--- src/knps_pkg.sv ---
// Shared constants and types for the k-nearest point selector.
package knps_pkg;

    localparam int POINT_CAPACITY_DEF = 32;
    localparam int COORD_BITS_DEF     = 32;

    // Fixed field widths on the stream ports
    localparam int FIELD_COORD_W = 32;
    localparam int FIELD_COUNT_W = 6;
    localparam int FIELD_SLOT_W  = 5;
    localparam int KIND_W        = 2;
    localparam int IN_DATA_W     = 104;
    localparam int OUT_DATA_W    = 104;

    // Most results one query may return
    localparam logic [FIELD_COUNT_W-1:0] MAX_RESULTS = 6'd32;

    typedef enum logic [KIND_W-1:0] {
        KIND_CLEAR = 2'd0,
        KIND_ADD   = 2'd1,
        KIND_QUERY = 2'd2,
        KIND_NONE  = 2'd3
    } kind_t;

    // Per-cycle command broadcast along the sorting row
    typedef struct packed {
        logic clear;
        logic insert;
        logic shift;
    } cell_ctrl_t;

endpackage

--- src/knps_cell.sv ---
// One cell of the sorted insertion row: holds one candidate and its distance.
module knps_cell #(
    parameter int COORD_BITS = 32,
    parameter int SLOT_BITS  = 5,
    parameter int DIST_BITS  = 2 * COORD_BITS + 2,
    parameter int PAY_BITS   = 3 * COORD_BITS + SLOT_BITS
) (
    input  logic                       clk,
    input  logic                       rst_n,
    input  knps_pkg::cell_ctrl_t       ctrl,
    input  logic [DIST_BITS-1:0]       cand_dist,
    input  logic [PAY_BITS-1:0]        cand_pay,
    input  logic                       prev_valid,
    input  logic [DIST_BITS-1:0]       prev_dist,
    input  logic [PAY_BITS-1:0]        prev_pay,
    input  logic                       prev_ahead,
    input  logic                       next_valid,
    input  logic [DIST_BITS-1:0]       next_dist,
    input  logic [PAY_BITS-1:0]        next_pay,
    output logic                       valid,
    output logic [DIST_BITS-1:0]       held_dist,
    output logic [PAY_BITS-1:0]        pay,
    output logic                       ahead,
    output logic                       match
);

    import knps_pkg::*;

    logic                 valid_reg, valid_next;
    logic [DIST_BITS-1:0] dist_reg, dist_next;
    logic [PAY_BITS-1:0]  pay_reg, pay_next;

    // strict compare: a tie leaves the earlier slot ahead
    assign ahead = !valid_reg || (cand_dist < dist_reg);
    assign match = valid_reg && (pay_reg[PAY_BITS-1:SLOT_BITS] == cand_pay[PAY_BITS-1:SLOT_BITS]);

    always_comb
    begin
        valid_next = valid_reg;
        dist_next  = dist_reg;
        pay_next   = pay_reg;
        if (ctrl.clear)
        begin
            valid_next = 1'b0;
        end
        else if (ctrl.insert && ahead)
        begin
            if (prev_ahead)
            begin
                valid_next = prev_valid;
                dist_next  = prev_dist;
                pay_next   = prev_pay;
            end
            else
            begin
                valid_next = 1'b1;
                dist_next  = cand_dist;
                pay_next   = cand_pay;
            end
        end
        else if (ctrl.shift)
        begin
            valid_next = next_valid;
            dist_next  = next_dist;
            pay_next   = next_pay;
        end
    end

    always_ff @(posedge clk or negedge rst_n)
    begin
        if (!rst_n)
        begin
            valid_reg <= 1'b0;
        end
        else
        begin
            valid_reg <= valid_next;
        end
    end

    always_ff @(posedge clk)
    begin
        dist_reg <= dist_next;
        pay_reg  <= pay_next;
    end

    assign valid     = valid_reg;
    assign held_dist = dist_reg;
    assign pay       = pay_reg;

endmodule

--- config.mk ---
export PLATFORM = sky130hd
export DESIGN_NAME = knps_cell
export DESIGN_NICKNAME = d
export VERILOG_FILES = /design/src/knps_pkg.sv /design/src/knps_cell.sv
export SDC_FILE = /design/constraint.sdc
export NUM_CORES = 1
export LEC_CHECK = 0
export BUFFER_PORTS_ARGS = -buffer_cell sky130_fd_sc_hd__clkbuf_2
export CORE_AREA = 2 2 264 266
export CTS_CLUSTER_SIZE = 16
export DETAILED_ROUTE_END_ITERATION = 8
export DIE_AREA = 0 0 266 268
export HOLD_SLACK_MARGIN = 0.06
export SLEW_MARGIN = 20
export SYNTH_ARGS = -nofsm -noshare
export SYNTH_HDL_FRONTEND = slang
export SYNTH_SLANG_ARGS = --single-unit
--- constraint.sdc ---
create_clock -name clk -period 4.6 [get_ports clk]
set_input_delay 0.69 -clock clk [delete_from_list [all_inputs] [get_ports clk]]
set_output_delay 0.69 -clock clk [all_outputs]
set_load 0.01 [all_outputs]
==> summary by stage <==
Power and ir drop
Combinational logic is responsible for 32.0% of the overall power. The share of total power dissipated in the clock network is 28.7%. In this run, flip-flops and latches consume 39.3% of the power. The total net switching power is 1.66 mW. The total power divided by cell area is 293 nW/µm². The worst vdd rail ir drop is 0.230 mV. The internal portion of the total power is 3.51 mW. The leakage power is 8.31 nW.

In this run switching power makes up 32.1% of total power.

Worst setup path
The endpoint type of the worst setup path is a primary output. The instance count on the critical path is 9. The peak per-stage delay on the critical path is 0.55 ns. For the worst setup path, the data required time is 3.91 ns. The critical path is of the flip-flop to primary output type. The count of cells along the worst register-to-register path is 12. The largest individual stage delay along the critical path comes from the cell sky130_fd_sc_hd__a221oi_1. The total buffers and inverters traversed by the critical path is 2.

The signal on the critical path passes through xor2_1, a221oi_1, nand3_1, nand3b_1, nor4_1, buf_4, nand4_1, nor4_1, clkbuf_2. The end of the worst register-to-register path is pay[7]. The startpoint of the worst register-to-register path is held_dist[28].

For the worst setup path, the data arrival time is 3.30 ns. The worst-path maximum fanout is 2. The cell repeated most along the worst path is sky130_fd_sc_hd__nor4_1. The cell type group with the largest total delay on the critical path is simple AND/OR/NAND/NOR gates. The register-to-register setup slack is 1.18 ns. STA classifies the critical path startpoint as a flip-flop.

GRT
The global-route wire length before repair is 68100 µm. The number of antenna violations at the first check in global routing is 1. The pin count of the biggest net entering global routing is 64. Global routing finished with a remaining overflow of 0. Across every metal layer, demand over resource in global routing totals 13.1%. The via count of the first global-routing pass was 10800.

Hold path
The worst hold path class is input port to flip-flop. In this run the most critical hold path is launched from next_pay[48]. The worst hold path depth is 2.

The endpoint of the worst hold-timing path is pay[48].

Route
The detail-routed via count per cell is 4.10. The routed length per instance is 18.9 µm. The iteration count of the initial detailed-routing pass is 5.

The via count is 10500. The detailed router finished its first iteration with 508 violations. Once detail routing completed, the nets flagged for antenna violations numbered 0.

The final routed DRC violation total is 0. The overall routed net length is 48500 µm.

Floorplanning
The die span in x is 266 µm. The floorplan has 96 rows. The floorplan step defined a die boundary enclosing 71300 µm². The core area is 68200 µm². The floorplan step set the die height to 268 µm.

The boundary pin count is 679. The effective utilization at floorplan is 18.2%.

Synthesis
After synthesis, the netlist uses 49 different library cells. The synthesized design contains 167 enable-type register cells. The flip-flop cell with the highest count after synthesis is sky130_fd_sc_hd__edfxtp_1. The total nets after synthesis is 1543.

In this run, synthesis produced a sequential element count of 168. The proportion of synthesized flip-flops having asynchronous set or reset is 0.595%. The average cell area after synthesis is 12.8 µm². The Yosys step of the flow raised 0 warnings. The register area share after synthesis is 40.5%.

In the synthesized netlist, the number of instances is 969. The post-synthesis cell area is 12400 µm².

Timing
Setup repair after global routing left no endpoint under its margin. For the pin with the worst max-slew slack, the measured transition is 0.744 ns. Setup violations remaining at the end of the flow were counted as 0.

Clock skew on the completed layout was measured at 0.0212 ns. Counting I/O delays and the setup requirement, the final critical path takes 3.99 ns. The final count of pins violating max slew is 0. The final sum of negative setup slack is 0 ns. Setup slack on the critical path of the routed design comes to 0.610 ns. The count of final hold-check violations is 0. The upper clock frequency limit is 251 MHz. The worst slew slack as a fraction of its limit is 50.4%. The worst path uses 86.7% of the clock period.

Cells and area
The final cell count without fillers is 2562. The synthesis-to-finish area growth is 41.9%. The flip-flop count of the largest register, all copies and words added is 101. The net total in the final layout is 2241. The utilization after layout is 25.9%. The number of fill cells is 7255. The finished cells cover 17700 µm².

Cells with a size suffix above 1 make up 63.9% of the layout. The number of diodes added for antenna fixing is 0.

Clock tree
The H-tree was split into 4 levels. The clock root buffer is sky130_fd_sc_hd__clkbuf_16. The number of buffers inserted during clock tree synthesis is 17. TritonCTS built the clock tree.

The clock reaches the later pin of the worst-skew pair after 0.49 ns. The number of gates resized after cts is 0. The largest buffer count on any clock path is 2. Counting every sink on the clock net gives 168.

The clock-pin transition on the worst setup and hold timing paths is 0.09 ns.

Place
During placement, the flow inserted port buffers numbering 678. Including well taps, the total number of placed cells is 2529. The HPWL reported at the end of detailed placement is 41300 µm. The placement-stage cell area is 17100 µm².

The final weighted congestion of routability-driven global placement is 0.933. Before CTS, the worst setup slack after placement is 0.512 ns.

Flow run
The max capacitance violation total is 0.

Status
The flow ran to the end, and the final reports show no timing, DRC or antenna violations.
-- power by group through the flow --
| stage | sequential, mW | clock [mW] | combinational [mW] |
|---|---|---|---|
| 2_1_floorplan | 2.11 | 0 | 0.926 |
| 3_3_place_gp | 2.06 | 0 | 1.66 |
| 3_5_place_dp | 2.06 | 0 | 1.67 |
| 4_1_cts | 2.03 | 1.55 | 1.67 |
| 5_1_grt | 2.05 | 1.60 | 1.79 |
| 6_report | 2.03 | 1.49 | 1.65 |
-- routing by layer --
layer / routed length [µm] / track usage (%) / vias to the layer above / share of wire [%]
li1: - / - / 5036 / -
met5: 0 / 0 / - / 0
met2: 24600 / 23.0 / 429 / 51
met1: 19800 / 15.2 / 4994 / 41
met3: 2490 / 2.74 / 57 / 5.1
met4: 1560 / 5.98 / 0 / 3.2
-- per-stage QoR --
stage / power [mW] / hold WS (ns)
3_5_place_dp: 3.73 / 0.490
2_1_floorplan: 3.04 / 0.394
5_1_grt: 5.44 / 0.463
3_3_place_gp: 3.72 / 0.491
6_report: 5.17 / 0.494
4_1_cts: 5.26 / 0.440
-- placed cells by master (no fill, tap or decap), types with 8 or more instances in the layout --
cell / instances
sky130_fd_sc_hd__xnor2_1: 36
sky130_fd_sc_hd__nand2_1: 43
sky130_fd_sc_hd__clkbuf_16: 17
sky130_fd_sc_hd__nor4_1: 13
sky130_fd_sc_hd__nand4_1: 22
sky130_fd_sc_hd__mux2_2: 195
sky130_fd_sc_hd__buf_4: 26
sky130_fd_sc_hd__nand3_1: 8
sky130_fd_sc_hd__buf_12: 13
sky130_fd_sc_hd__edfxtp_1: 167
sky130_fd_sc_hd__xor2_1: 29
sky130_fd_sc_hd__clkbuf_2: 677
sky130_fd_sc_hd__o22ai_1: 9
sky130_fd_sc_hd__mux2_4: 119
sky130_fd_sc_hd__ha_1: 65
sky130_fd_sc_hd__a21oi_1: 27
sky130_fd_sc_hd__inv_1: 101
sky130_fd_sc_hd__a221oi_1: 11
sky130_fd_sc_hd__o21ai_0: 31
-- worst register-to-register path: stages, from the launching register on --
cell and delay, ns:
sky130_fd_sc_hd__edfxtp_1 0.38, sky130_fd_sc_hd__inv_1 0.05, sky130_fd_sc_hd__ha_1 0.31, sky130_fd_sc_hd__nand4_1 0.16
sky130_fd_sc_hd__nor4_1 0.52, sky130_fd_sc_hd__nand4b_1 0.25, sky130_fd_sc_hd__a21oi_1 0.40, sky130_fd_sc_hd__nor3_2 0.11
sky130_fd_sc_hd__o2bb2ai_4 0.17, sky130_fd_sc_hd__buf_12 0.16, sky130_fd_sc_hd__o21ba_4 0.25, sky130_fd_sc_hd__buf_12 0.18
sky130_fd_sc_hd__buf_12 0.23
-- layout make-up --
class / count / area, µm² / area share, %
Timing Repair Buffer: 718 / 3860 / 21.9
Clock buffer: 17 / 425 / 2.41
Tap cell: 882 / 1100 / 6.25
Clock inverter: 15 / 159 / 0.900
Inverter: 101 / 379 / 2.15
Sequential cell: 168 / 5040 / 28.5
Multi-Input combinational cell: 661 / 6690 / 37.9
-- cell families after synthesis --
group | after synthesis | share of synthesized area (%)
muxes | 315 | 32.1
DFF | 168 | 40.5
buffers and inverters | 140 | 5.88
and+or+nand+nor | 111 | 4.88
AOI/OAI and AO/OA | 105 | 5.56
xor gates and xnor gates | 65 | 4.57
adders and majority gates | 65 | 6.53
-- how the worst max path moves through the flow --
| stage | from | end | slack, ns |
|---|---|---|---|
| 6_report | pay[78] | match | 0.61 |
| 5_1_grt | held_dist[65] | ahead | 0.25 |
| 4_1_cts | held_dist[65] | ahead | 0.32 |
| 3_5_place_dp | cand_dist[65] | ahead | 0.51 |
| 3_3_place_gp | cand_dist[63] | pay[29] | 0.55 |
| 2_1_floorplan | cand_dist[21] | held_dist[0] | 0.32 |
-- synth_stat cells, types with 2 or more instances --
cell type	instances	share of area, %
sky130_fd_sc_hd__a21oi_1	27	1.1
sky130_fd_sc_hd__o221ai_1	2	0.14
sky130_fd_sc_hd__buf_12	10	1.6
sky130_fd_sc_hd__mux2_4	119	14
sky130_fd_sc_hd__nand2_1	43	1.3
sky130_fd_sc_hd__o22ai_1	9	0.45
sky130_fd_sc_hd__and4_1	2	0.14
sky130_fd_sc_hd__a22oi_1	5	0.30
sky130_fd_sc_hd__inv_1	101	3.0
sky130_fd_sc_hd__buf_6	3	0.27
sky130_fd_sc_hd__clkbuf_1	21	0.63
sky130_fd_sc_hd__xor2_1	29	2.0
sky130_fd_sc_hd__mux2_2	195	18
sky130_fd_sc_hd__buf_2	2	0.080
sky130_fd_sc_hd__nor4_1	14	0.70
sky130_fd_sc_hd__nand2b_1	3	0.15
sky130_fd_sc_hd__nor2_1	5	0.15
sky130_fd_sc_hd__nor3_1	5	0.20
sky130_fd_sc_hd__nand4_2	2	0.20
sky130_fd_sc_hd__nand4b_1	2	0.14
sky130_fd_sc_hd__o21ai_0	31	1.2
sky130_fd_sc_hd__buf_4	2	0.12
sky130_fd_sc_hd__a211oi_1	4	0.24
sky130_fd_sc_hd__xnor2_1	36	2.5
sky130_fd_sc_hd__a221oi_1	11	0.77
sky130_fd_sc_hd__ha_1	65	6.5
sky130_fd_sc_hd__edfxtp_1	167	40
sky130_fd_sc_hd__o2bb2ai_1	5	0.35
sky130_fd_sc_hd__nand4_1	22	1.1
sky130_fd_sc_hd__nand3_1	8	0.32
-- what timing repair did --
| item | in CTS | in global routing |
|---|---|---|
| hold buffers | 1 | 0 |
| endpoints found under the hold margin | 1 | 0 |
| buffers inserted | 0 | 0 |
Power figures use the tool's default switching activity.
